File: src/rtl/tccw_pkg.sv
// ----------------------------------------------------------------------------
// tccw_pkg: shared types and constants of the text console cursor writer
// Field widths, character codes and the step unit's operation codes.
// ----------------------------------------------------------------------------
`default_nettype none

package tccw_pkg;

    // fixed field widths
    localparam int ROW_W   = 5;
    localparam int COL_W   = 7;
    localparam int CHAR_W  = 8;
    localparam int COLOR_W = 8;
    localparam int CELL_W  = CHAR_W + COLOR_W;
    localparam int CNT_W   = 5;   // holds up to the largest tab run (16)

    // character codes
    localparam logic [CHAR_W-1:0] CH_BACKSPACE = 8'd8;
    localparam logic [CHAR_W-1:0] CH_TAB       = 8'd9;
    localparam logic [CHAR_W-1:0] CH_NEWLINE   = 8'd10;
    localparam logic [CHAR_W-1:0] CH_SPACE     = 8'd32;

    localparam logic [COLOR_W-1:0] COLOR_RESET = 8'd15;

    // operations of the shared step unit
    typedef enum logic [1:0] {
        OP_COL_INC,
        OP_COL_DEC,
        OP_ROW_INC,
        OP_ROW_DEC
    } t_step_op;

    // step unit result: new coordinate and edge hit
    typedef struct packed {
        logic [COL_W-1:0] value;
        logic             hit;
    } t_step_res;

endpackage

`default_nettype wire

File: src/rtl/tccw_step_unit.sv
// ----------------------------------------------------------------------------
// tccw_step_unit: shared cursor step adder
// One increment/decrement adder moves the cursor column or row and flags
// the right edge or the bottom wrap. Also gives the tab run length.
// ----------------------------------------------------------------------------
`default_nettype none

module tccw_step_unit
    import tccw_pkg::*;
#(
    parameter int SCREEN_COLUMNS = 80,
    parameter int SCREEN_ROWS    = 25,
    parameter int TAB_STOP       = 4
) (
    input  t_step_op               i_op,
    input  logic [ROW_W-1:0]       i_row,
    input  logic [COL_W-1:0]       i_col,
    output t_step_res              o_res,
    output logic [CNT_W-1:0]       o_tab_spaces
);

    // reciprocal of the tab stop; exact for any 7-bit column and stops up to 16
    localparam int RECIP_SH = 12;
    localparam int RECIP_M  = ((1 << RECIP_SH) + TAB_STOP - 1) / TAB_STOP;
    localparam int PROD_W   = COL_W + RECIP_SH;

    logic              w_is_row;
    logic              w_is_dec;
    logic [COL_W-1:0]  w_operand;
    logic [COL_W-1:0]  w_sum;
    logic [PROD_W-1:0] w_prod;
    logic [COL_W-1:0]  w_quot;
    logic [COL_W-1:0]  w_quot_mul;
    logic [COL_W-1:0]  w_rem;

    // decode the operation
    always_comb begin
        unique case (i_op)
            OP_COL_INC: begin w_is_row = 1'b0; w_is_dec = 1'b0; end
            OP_COL_DEC: begin w_is_row = 1'b0; w_is_dec = 1'b1; end
            OP_ROW_INC: begin w_is_row = 1'b1; w_is_dec = 1'b0; end
            OP_ROW_DEC: begin w_is_row = 1'b1; w_is_dec = 1'b1; end
            default:    begin w_is_row = 1'b0; w_is_dec = 1'b0; end
        endcase
    end

    // the one adder
    assign w_operand = w_is_row ? COL_W'(i_row) : i_col;
    assign w_sum     = w_operand + (w_is_dec ? {COL_W{1'b1}} : COL_W'(1));

    // edge detect; the row wraps to 0 past the last row
    always_comb begin
        o_res.hit   = 1'b0;
        o_res.value = w_sum;
        if (!w_is_dec) begin
            if (w_is_row) begin
                o_res.hit = (w_sum == COL_W'(SCREEN_ROWS));
                if (o_res.hit) o_res.value = '0;
            end else begin
                o_res.hit = (w_sum == COL_W'(SCREEN_COLUMNS));
            end
        end
    end

    // column mod tab stop: quotient by reciprocal multiply, then one subtract
    assign w_prod     = PROD_W'(i_col) * PROD_W'(RECIP_M);
    assign w_quot     = w_prod[PROD_W-1:RECIP_SH];
    assign w_quot_mul = w_quot * COL_W'(TAB_STOP);
    assign w_rem      = i_col - w_quot_mul;

    assign o_tab_spaces = CNT_W'(TAB_STOP) - w_rem[CNT_W-1:0];

endmodule

`default_nettype wire

File: src/rtl/text_console_cursor_writer.sv
// Printable byte: S_PRINT loads the cell beat once the output slot is free;
// ready again in S_IDLE, after S_CLEAR on a wrap. Tab: one space per cycle
// while the output is not held (up to TAB_STOP), plus S_CLEAR per wrap.
// Newline: S_CLEAR, no write. Backspace: S_BACK. A held output beat stalls the
// sequencer. Reset (synchronous, active low): cursor 0,0, row ends 0, color 15.
// ----------------------------------------------------------------------------
// text_console_cursor_writer: character stream to text-screen cell writes
// Sequencer around a shared step unit; keeps cursor and per-row text end.
// ----------------------------------------------------------------------------
`default_nettype none

module text_console_cursor_writer
    import tccw_pkg::*;
#(
    parameter int SCREEN_COLUMNS = 80,
    parameter int SCREEN_ROWS    = 25,
    parameter int TAB_STOP       = 4
) (
    input  wire logic               i_clk,
    input  wire logic               i_rst_n,
    // configuration write
    input  wire logic               i_cfg_valid,
    output logic                    o_cfg_ready,
    input  wire logic [COLOR_W-1:0] i_cfg_text_color,
    // character input
    input  wire logic               i_in_valid,
    output logic                    o_in_stall,
    input  wire logic [CHAR_W-1:0]  i_character,
    // cell write output
    output logic                    o_out_valid,
    input  wire logic               i_out_stall,
    output logic [ROW_W-1:0]        o_cell_row,
    output logic [COL_W-1:0]        o_cell_column,
    output logic [CELL_W-1:0]       o_cell_value,
    output logic                    o_last_write
);

    localparam int RIDX_W = (SCREEN_ROWS > 1) ? $clog2(SCREEN_ROWS) : 1;

    typedef enum logic [1:0] {
        S_IDLE,
        S_PRINT,
        S_CLEAR,
        S_BACK
    } t_state;

    t_state             r_state;
    logic [ROW_W-1:0]   r_row;
    logic [COL_W-1:0]   r_col;
    logic [COL_W-1:0]   r_row_end [SCREEN_ROWS];
    logic [CNT_W-1:0]   r_count;
    logic [CHAR_W-1:0]  r_char;
    logic [COLOR_W-1:0] r_color;
    logic               r_out_valid;
    logic [ROW_W-1:0]   r_out_row;
    logic [COL_W-1:0]   r_out_col;
    logic [CELL_W-1:0]  r_out_value;
    logic               r_out_last;

    t_step_op           w_op;
    t_step_res          w_res;
    logic [CNT_W-1:0]   w_tab_spaces;
    logic [ROW_W-1:0]   w_res_row;
    logic [COL_W-1:0]   w_prev_end;
    logic               w_in_take;
    logic               w_slot_free;
    logic               w_out_load;

    // handshakes
    assign o_cfg_ready = 1'b1;
    assign o_in_stall  = (r_state != S_IDLE);
    assign w_in_take   = i_in_valid && !o_in_stall;
    assign w_slot_free = !r_out_valid || !i_out_stall;

    // a new cell beat enters the output register this cycle
    assign w_out_load  = w_slot_free &&
                         ((r_state == S_PRINT) || (r_state == S_BACK && r_col != '0));

    // choose the step for this cycle
    always_comb begin
        unique case (r_state)
            S_IDLE:  w_op = OP_COL_INC;
            S_PRINT: w_op = OP_COL_INC;
            S_CLEAR: w_op = OP_ROW_INC;
            S_BACK:  w_op = (r_col == '0) ? OP_ROW_DEC : OP_COL_DEC;
            default: w_op = OP_COL_INC;
        endcase
    end

    tccw_step_unit #(
        .SCREEN_COLUMNS (SCREEN_COLUMNS),
        .SCREEN_ROWS    (SCREEN_ROWS),
        .TAB_STOP       (TAB_STOP)
    ) u_step (
        .i_op         (w_op),
        .i_row        (r_row),
        .i_col        (r_col),
        .o_res        (w_res),
        .o_tab_spaces (w_tab_spaces)
    );

    assign w_res_row  = w_res.value[ROW_W-1:0];
    assign w_prev_end = r_row_end[w_res_row[RIDX_W-1:0]];

    // sequencer, cursor, row ends and output register
    always_ff @(posedge i_clk) begin
        if (!i_rst_n) begin
            r_state     <= S_IDLE;
            r_row       <= '0;
            r_col       <= '0;
            r_count     <= '0;
            r_color     <= COLOR_RESET;
            r_out_valid <= 1'b0;
            for (int i = 0; i < SCREEN_ROWS; i++) r_row_end[i] <= '0;
        end else begin
            if (i_cfg_valid && o_cfg_ready) r_color <= i_cfg_text_color;
            r_out_valid <= w_out_load || (r_out_valid && i_out_stall);

            unique case (r_state)
                S_IDLE: begin
                    if (w_in_take) begin
                        priority case (i_character)
                            CH_TAB: begin
                                r_count <= w_tab_spaces;
                                r_char  <= CH_SPACE;
                                r_state <= S_PRINT;
                            end
                            CH_NEWLINE: begin
                                r_row_end[r_row[RIDX_W-1:0]] <= r_col;
                                r_count <= '0;
                                r_state <= S_CLEAR;
                            end
                            CH_BACKSPACE: begin
                                r_state <= S_BACK;
                            end
                            default: begin
                                r_count <= CNT_W'(1);
                                r_char  <= i_character;
                                r_state <= S_PRINT;
                            end
                        endcase
                    end
                end

                // one cell write per beat, wrap handled in S_CLEAR
                S_PRINT: begin
                    if (w_slot_free) begin
                        r_out_row   <= r_row;
                        r_out_col   <= r_col;
                        r_out_value <= {r_color, r_char};
                        r_out_last  <= (r_count == CNT_W'(1));
                        r_count     <= r_count - CNT_W'(1);
                        if (w_res.hit) begin
                            r_row_end[r_row[RIDX_W-1:0]] <= COL_W'(SCREEN_COLUMNS);
                            r_state <= S_CLEAR;
                        end else begin
                            r_col   <= w_res.value;
                            r_state <= (r_count == CNT_W'(1)) ? S_IDLE : S_PRINT;
                        end
                    end
                end

                // move to column 0 of the next row and clear its text end
                S_CLEAR: begin
                    r_row <= w_res_row;
                    r_col <= '0;
                    r_row_end[w_res_row[RIDX_W-1:0]] <= '0;
                    r_state <= (r_count != '0) ? S_PRINT : S_IDLE;
                end

                S_BACK: begin
                    if (r_col == '0) begin
                        // step up to the end of the previous row
                        if (r_row == '0) begin
                            r_state <= S_IDLE;
                        end else begin
                            r_row <= w_res_row;
                            r_col <= w_prev_end;
                            if (w_prev_end == '0) r_state <= S_IDLE;
                        end
                    end else if (w_slot_free) begin
                        // erase the previous cell
                        r_out_row   <= r_row;
                        r_out_col   <= w_res.value;
                        r_out_value <= {r_color, CH_SPACE};
                        r_out_last  <= 1'b1;
                        r_col       <= w_res.value;
                        r_row_end[r_row[RIDX_W-1:0]] <= w_res.value;
                        r_state     <= S_IDLE;
                    end
                end

                default: r_state <= S_IDLE;
            endcase
        end
    end

    assign o_out_valid   = r_out_valid;
    assign o_cell_row    = r_out_row;
    assign o_cell_column = r_out_col;
    assign o_cell_value  = r_out_value;
    assign o_last_write  = r_out_last;

endmodule

`default_nettype wire
File: config.mk
export PLATFORM = sky130hd
export DESIGN_NAME = text_console_cursor_writer
export DESIGN_NICKNAME = d
export VERILOG_FILES = /design/src/rtl/tccw_pkg.sv /design/src/rtl/tccw_step_unit.sv /design/src/rtl/text_console_cursor_writer.sv
export SDC_FILE = /design/constraint.sdc
export NUM_CORES = 1
export LEC_CHECK = 0
export ABC_AREA = 1
export BUFFER_PORTS_ARGS = -buffer_cell sky130_fd_sc_hd__buf_2
export CAP_MARGIN = 20
export CELL_PAD_IN_SITES_DETAIL_PLACEMENT = 0
export CELL_PAD_IN_SITES_GLOBAL_PLACEMENT = 1
export CORE_UTILIZATION = 49
export CTS_BUF_LIST = sky130_fd_sc_hd__clkbuf_16
export CTS_CLUSTER_SIZE = 16
export DETAILED_ROUTE_END_ITERATION = 16
export PLACE_DENSITY_LB_ADDON = 0.1
export SLEW_MARGIN = 20
export SYNTH_ARGS = -nofsm -noshare
export SYNTH_HDL_FRONTEND = slang
export SYNTH_SLANG_ARGS = --single-unit
File: constraint.sdc
create_clock -name i_clk -period 4.9 [get_ports i_clk]
set_clock_uncertainty 0.1 [all_clocks]
set_input_delay 0.98 -clock i_clk [delete_from_list [all_inputs] [get_ports i_clk]]
set_output_delay 0.98 -clock i_clk [all_outputs]
set_load 0.01 [all_outputs]
==> results by group <==
STA
  • Least-Margin Pin Slew: 1.15 ns
  • Max_slew headroom: 0.231
  • Final Max Slew Viols: 0
  • TNS Setup: 0 ns
  • Hold slack: 0.332 ns
  • Hold Vio Cnt, Final: 0
  • Fmax: ~220 MHz
  • Crit share post-route: 0.948
  • Final setup violation count: 0
  • Minimum clock period: 4.64 ns

Setup path
  • Worst setup path start: r_col[0]
  • Worst Path Max Fanout: 9
  • Worst EP required: 4.97 ns
  • Crit path buffers/inverters: 7
  • R2R cell count: 26
  • Most used cell, CP: nand2_1
  • R2R setup slack: 0.26 ns
  • Crit-path leading delay family: simple AND/OR/NAND/NOR gates
  • CP Launch Type: register
  • Critical path's slowest cell: ha_1
  • RR Startpoint: r_col[0]
  • Critical path depth: 26
  • Worst setup EP type: register
  • Worst setup path class: register to register
  • Worst Setup EP: r_row_end[21][4]
  • Capturing point of the worst reg2reg path: r_row_end[21][4]
  • CP peak stage delay: 0.38 ns
  • Critical path arrival: 4.71 ns

Clock network
  • CTS tree: yes
  • H-tree depth: 2
  • Root Buffer Master: clkbuf_16
  • Num Clock Sinks: 289
  • Reg clk slew, reported paths: roughly 0.06 ns
  • Max clock buf depth: 3
  • Num CTS Buffers: 34
  • Clock Latency Late Sink: around 0.51 ns

Yosys
  • Post-synth EDFFs: 261
  • Ys async rst share: 0
  • Main flop type after synthesis: edfxtp_1
  • Largest family of logic cells by synthesized area: simple AND/OR/NAND/NOR gates
  • Synth Net Count: about 1500
  • Complex-gate fraction of the synthesized area: 0.0628
  • Average size of a mapped cell: 9.61 um2
  • Xor and xnor fraction of the mapped netlist area: 0.000623
  • Adder-Cell Fraction of Synth Area: 0.0112
  • Post-Syn Area: ~14000 um2
  • FF+latch count, synth: 289
  • Seq/Total Area, Yosys: 0.597
  • Post-Synth Simple-Gate Area: 0.259
  • Cells after synthesis: 1463
  • Yosys cell types: 47
  • Ys Warns: 0
  • Post-synthesis mux area share: 0

Placement
  • IO buf count: 51
  • GPL Wtd Cong: 0.904
  • Dpl hpwl: about 25000 um

Global routing
  • First-pass GRT wire length: 57900 um
  • Vias in the first global route: between 10000 and 15000
  • Largest net degree at the start of global routing: 111
  • Grt total ovfl: 0
  • Initial antenna violation count: 0
  • Gr usage total: 0.265

Floorplan
  • Die W: 171 um
  • Chip Height: 171 um
  • Number of cell rows: 61
  • Core area: between 20000 and 30000 um2
  • Io pins: 53
  • Initial core utilization: 0.502
  • Die area: just under 30000 um2

Worst hold path
  • Worst hold path type: register to register
  • HP Start: r_color[0]

Final layout
  • Post-layout nets: 1562
  • ANT cells: 0
  • Syn-to-layout area delta: 15.1%
  • Layout cell share with drive strength beyond 1: 0.171

Routing
  • DRT antenna net count: 0
  • Routed WL per cell: 20.5 um
  • Residual DRC: 0
  • Vias: 10800
  • DR iter-0 viols: 1127
  • DR vias/cell: 5.60
  • Routed WL: 39400 um
  • TritonRoute pass-1 iters: 6

Power
  • Leakage: 6.46 nW
  • Peak supply drop: 0.309 mV
  • Power density over cell area: 449 nW/um2

Flow run
  • Max cap viols: 0

Outcome
  • Outcome: completed
-- cell usage in the layout, fill, tap and decap left out, types with 6 or more instances in the layout --
master,synthesis,routed
buf_12,0,6
buf_2,28,51
nand3_1,198,197
nand2_1,215,194
edfxtp_1,261,261
inv_1,126,134
clkbuf_16,0,38
buf_4,10,46
inv_2,16,14
clkinv_1,3,6
nand3b_1,43,43
ha_1,11,11
o21ai_1,9,10
nor2_1,250,250
dfxtp_1,28,28
nor2_4,4,9
nand2_4,8,10
nand2_2,21,39
or2_2,12,12
o2111ai_1,11,11
o21ai_0,61,58
a21oi_1,29,27
o21bai_1,19,19
-- area by class of cell --
type | instances | area [um2]
Clock buffer | 35 | 876
Inverter | 145 | 549
Tap cell | 378 | 473
Multi-Input combinational cell | 949 | 4890
Fill cell | 2514 | 11800
Sequential cell | 289 | 8400
Clock inverter | 20 | 103
Timing Repair Buffer | 110 | 890
-- where the power goes --
group / switching (mW) / internal (mW)
combinational: 1.47 / 0.678
clock: 0.968 / 1.29
sequential: 0.0403 / 2.81
total: 2.48 / 4.78
-- logic make-up (layout without fill, tap and decap cells) --
kind of cell / count (synthesis) / in the layout
and+or+nand+nor: 785 / 787
DFF: 289 / 289
other: 1 / 1
AOI/OAI and AO/OA: 148 / 148
adders and majority gates: 12 / 12
buffers and inverters: 227 / 310
xor gates and xnor gates: 1 / 1
-- flip-flops by register name, summed over array words and instances, names as in the netlist, 2 cells and up --
| signal | flops |
|---|---|
| o_cell_row | 5 |
| o_cell_column | 7 |
| r_state | 2 |
| r_row | 5 |
| o_cell_value | 16 |
| r_row_end | 224 |
| r_char | 8 |
| r_count | 5 |
| r_col | 7 |
| r_color | 8 |
-- cells in the mapped netlist (7+ instances only) --
library cell | count | area [um2]
o2111ai_1 | 11 | 96.3
nand3_1 | 198 | 991
buf_2 | 28 | 140
nand3b_1 | 43 | 323
inv_2 | 16 | 60.1
edfxtp_1 | 261 | 7840
nor2_2 | 9 | 56.3
inv_1 | 126 | 473
nor2_1 | 250 | 938
nand2_2 | 21 | 131
o21bai_1 | 19 | 143
nand2_1 | 215 | 807
buf_4 | 10 | 75.1
ha_1 | 11 | 138
o21ai_1 | 9 | 45.0
nand2_4 | 8 | 90.1
a21oi_1 | 29 | 145
or2_2 | 12 | 75.1
dfxtp_1 | 28 | 561
o21ai_0 | 61 | 305
buf_1 | 7 | 26.3
clkbuf_1 | 32 | 120
-- layer usage --
layer  GRT usage  vias up  part of all wire
met5           0        -                 0
met3      0.0437       79             0.077
met2       0.417      430              0.46
met4      0.0897        0             0.026
li1            -     5082                 -
met1       0.373     5190              0.44
-- through the flow --
stage	util	total power [mW]	instances	cell area, um2	setup slack [ns]
2_1_floorplan	-	4.18	1463	14100	0.379
3_3_place_gp	0.529	4.87	1856	14800	0.0568
3_5_place_dp	0.530	4.87	1856	14800	-0.0371
4_1_cts	0.565	7.10	1911	15800	0.00836
5_1_grt	0.578	7.56	1926	16200	-0.0610
6_report	0.578	7.26	1926	16200	0.257
-- worst min path at each step --
stage / endpoint / cells after the start
2_1_floorplan: o_cell_value[12] / 0
3_3_place_gp: o_cell_value[14] / 0
3_5_place_dp: o_cell_value[14] / 0
4_1_cts: o_cell_value[14] / 0
5_1_grt: o_cell_value[10] / 0
6_report: o_cell_value[8] / 0
-- what timing repair did --
action,4_1_cts,5_1_grt
setup endpoints to repair,25,357
buffers inserted,0,10
gates cloned,0,5
gates resized for setup,1,44
hold buffers,0,0
pin swaps,0,8
(Power assumes the default switching activity.)
